`config.mk`:
```
export PLATFORM = sky130hd
export DESIGN_NAME = dpm_ram
export DESIGN_NICKNAME = d
export VERILOG_FILES = /design/src/sv/dpm_ram.sv
export SDC_FILE = /design/constraint.sdc
export NUM_CORES = 2
export LEC_CHECK = 0
export BUFFER_PORTS_ARGS = -buffer_cell sky130_fd_sc_hd__buf_2
export CORE_MARGIN = 5
export CORE_UTILIZATION = 40
export CTS_CLUSTER_SIZE = 12
export DETAILED_ROUTE_END_ITERATION = 12
export GPL_TIMING_DRIVEN = 0
export SETUP_SLACK_MARGIN = 0.05
export SLEW_MARGIN = 20
export SYNTH_ARGS = -nofsm -noshare
export SYNTH_HDL_FRONTEND = slang
export SYNTH_SLANG_ARGS = --single-unit
```
`constraint.sdc`:
```
create_clock -name clk -period 3.75 [get_ports clk]
set_clock_uncertainty 0.1 [all_clocks]
set_input_delay 0.375 -clock clk [delete_from_list [all_inputs] [get_ports clk]]
set_output_delay 0.375 -clock clk [all_outputs]
set_load 0.01 [all_outputs]
```
`src/sv/dpm_ram.sv`:
```
`default_nettype none
module dpm_ram #(
  parameter int unsigned WIDTH = 8,
  parameter int unsigned DEPTH = 256
) (
  input  wire logic                     clk,
  input  wire logic                     we,
  input  wire logic [$clog2(DEPTH)-1:0] waddr,
  input  wire logic [WIDTH-1:0]         wdata,
  input  wire logic [$clog2(DEPTH)-1:0] raddr,
  output logic      [WIDTH-1:0]         rdata
);
  logic [WIDTH-1:0] mem [DEPTH];

  always_ff @(posedge clk) begin
    if (we) begin
      mem[waddr] <= wdata;
    end
    rdata <= mem[raddr];
  end
endmodule
`default_nettype wire

```
==> impl_metrics.tcl <==
set metrics [dict create \
    die_area_um2 208000 \
    worstPathArrival_ns 4.50 \
    htree_levels 4 \
    ys_ff_latch 2056 \
    leakage_nw 27.5 \
    clkSlewWorstSetupHoldPaths_ns 0.06 \
    synth_ff_type "edfxtp_1" \
    synth_nets 3759 \
    grt_max_degree 132 \
    startpoint_type "input pin" \
    clockBufferDepth 3 \
    drc 0 \
    synth_cells 3733 \
    async_flop_share_pct 0 \
    cts_setup_buffers 0 \
    cts_tree "built" \
    io_pins 34 \
    crit_type "input pin to flip-flop" \
    die-height_um 456 \
    hold_violations 0 \
    synth_cell_types 55 \
    cts_made_buffers 203 \
    relSlewSlack_pct 19.7 \
    p_per_area_nw_per_um2 519 \
    multiInputGateArea_um2 16600 \
    setup_ws_ns -0.182 \
    syn_area_um2 79600 \
    status "complete, but fails checks" \
    nets 4033 \
    grt_pass1_vias 40200 \
    yosys_warnings 0 \
    crit_top_cell "buf_2" \
    seq_area_um2 61700 \
    rsz0062_at_grt "true" \
    final.fill_count 16400 \
    critPathRequiredTime_ns 4.31 \
    fin_util_pct 45.6 \
    crit_path_end_kind "flip-flop" \
    irDropWorstVdd_mv 0.428 \
    start_util_pct 40.3 \
    critical_path.cell_chain "buf_2 -> buf_4 -> buf_2 -> buf_2 -> mux4_2 -> a221oi_2 -> o32ai_1 -> nor3_1 -> nor4_4" \
    holdPathStages 2 \
    period_share_pct 105 \
    syn_area_per_cell_um2 21.3 \
    via_per_inst 6.09 \
    area_growth_pct 13.2 \
    hold_path.class "input pin to flip-flop" \
    cp_slowest_cell "a221oi_2" \
    coreArea_um2 198000 \
    firstDrtPassIters 5 \
    antenna_left 0 \
    slew_viol_final 0 \
    port_buffers 26 \
    seq_area_frac_synth_pct 77.5 \
    path_depth 9 \
    routed_wl_mm 242 \
    critPathBufInv 4 \
    tns_ns -0.273 \
    grt_overflow 0 \
    die_x_um 456 \
    row_count 163 \
    antenna_found_initial 13 \
    drv_cap 0 \
    cp_max_fo 10 \
    finalPower_w 0.0467 \
    insertion_delay_ns 0.87 \
    gp_congestion 0.920 \
    reg2reg_depth 6 \
    grt_first_pass_wirelength_mm 330 \
    synth_edf_count 2048 \
    worst_pin_slew_ns 1.20 \
    cpPeakStageDelay_ns 0.92 \
    layout-drive-gt1-share_pct 22.4 \
    post-dp-hpwl_mm 166 \
    fmax_ghz 0.254 \
    vias 41300 \
    clkSinkCount 2056 \
    routedWlPerCell_um 35.8 \
    first_iter_violations 6077 \
    violations "negative setup slack" \
    grt_usage_pct 22.9 \
    clockRootBuffer "clkbuf_16" \
    min_period_ns 3.93 \
    setup_violations 2 \
    critical-path-top-delay-family "compound AO/OA/AOI/OAI gates" \
]
==> through the flow <==
stage	instance area, um^2	std cells	hold WS, ns	setup slack (ns)
final	90000	6775	0.308	-0.182
after global routing	90000	6771	0.305	0.0201
after CTS	90000	6771	0.268	0.0502
after detailed placement	84100	6435	0.520	-1.26
after global placement	83000	6399	0.677	-2.08
after floorplan	79600	3733	0.374	1.34
==> what timing repair did <==
action / 4_1_cts / 5_1_grt
pin swaps: 0 / 0
gates resized for setup: 11 / 3
hold buffers: 8 / 0
gates cloned: 0 / 0
setup endpoints to repair: 8 / 3
hold endpoints to repair: 460 / 0
==> cell families after synthesis <==
family                 after synthesis  share of synthesized area (%)
flip-flops                        2056                           77.5
multiplexers                       591                           14.6
AND/OR/NAND/NOR                    466                           2.63
AO/OA/AOI/OAI                      385                           3.42
buffers and inverters              235                           1.83
==> placed cells by master (no fill, tap or decap), types with 34 or more instances in the layout <==
cell type,synthesis,final
edfxtp_1,2048,2048
mux4_2,454,454
nor2_1,282,280
clkbuf_16,0,206
clkbuf_1,111,134
mux2i_1,134,134
a22oi_1,133,133
a21oi_1,96,96
buf_2,31,59
o221ai_1,46,46
clkbuf_2,0,39
clkinv_1,1,34
nand3_1,34,34
==> final timing paths <==
check                                          start                   end  slack, ns
worst max-delay path                        raddr[1]      rdata[3]$_DFF_P_      -0.18
worst min-delay path                        wdata[6]  mem[71][6]$_DFFE_PP_       0.31
worst max register to register  mem[83][3]$_DFFE_PP_      rdata[3]$_DFF_P_       0.22
worst min register to register  mem[32][5]$_DFFE_PP_      rdata[5]$_DFF_P_       1.12
==> flip-flops by register name, indices dropped and copies added, names as in the netlist <==
register and count:
mem 2048, rdata 8
==> synthesized netlist by cell type, types with 3 or more instances <==
master	instances	area share [%]
a211oi_1	16	0.15
a21oi_1	96	0.60
a221oi_1	13	0.14
a22o_1	8	0.088
a22oi_1	133	1.3
and2_1	6	0.047
buf_1	22	0.10
buf_12	8	0.20
buf_2	31	0.20
buf_4	27	0.25
buf_6	21	0.30
buf_8	13	0.25
clkbuf_1	111	0.52
dfxtp_1	8	0.20
edfxtp_1	2048	77
mux2i_1	134	1.7
mux4_2	454	13
nand2_1	33	0.16
nand2b_1	8	0.063
nand3_1	34	0.21
nand4_1	10	0.079
nor2_1	282	1.3
nor2b_1	31	0.24
nor3_1	22	0.14
nor4_1	24	0.19
nor4_2	3	0.047
o211ai_1	10	0.094
o21ai_0	10	0.063
o221ai_1	46	0.51
o22a_1	5	0.055
o22ai_1	28	0.22
o32ai_1	4	0.044
or2_2	4	0.031
==> routing by layer <==
metal	vias up	GRT usage, %	part of all wire (%)
met5	-	0	0
li1	16200	-	-
met1	22000	31.1	38
met2	2534	35.4	46
met4	0	8.59	4.4
met3	458	6.28	11
==> where the power goes <==
group	internal [W]	switching (W)	total, W
Clock	0.0101	0.00848	0.0185
Sequential	0.0253	0.0000143	0.0253
Combinational	0.000863	0.00193	0.00279
==> worst register-to-register path, delay by kind of cell (launching register included) <==
kind	cells	cell delay (ns)
flops	1	0.35
simple gates	2	0.77
mux	1	0.52
compound gates	3	1.61
==> final cells by class <==
class / instances / area share [%]
diodes: 4 / 0.0111
plain buffers: 232 / 1.67
clock buffers: 271 / 6.02
clock inverters: 58 / 0.418
inverters: 2 / 0.00834
multi-input cells: 1442 / 18.4
flip-flops and latches: 2056 / 68.5
well taps: 2640 / 3.67
repair buffers: 70 / 1.31
Power figures use the tool's default switching activity.
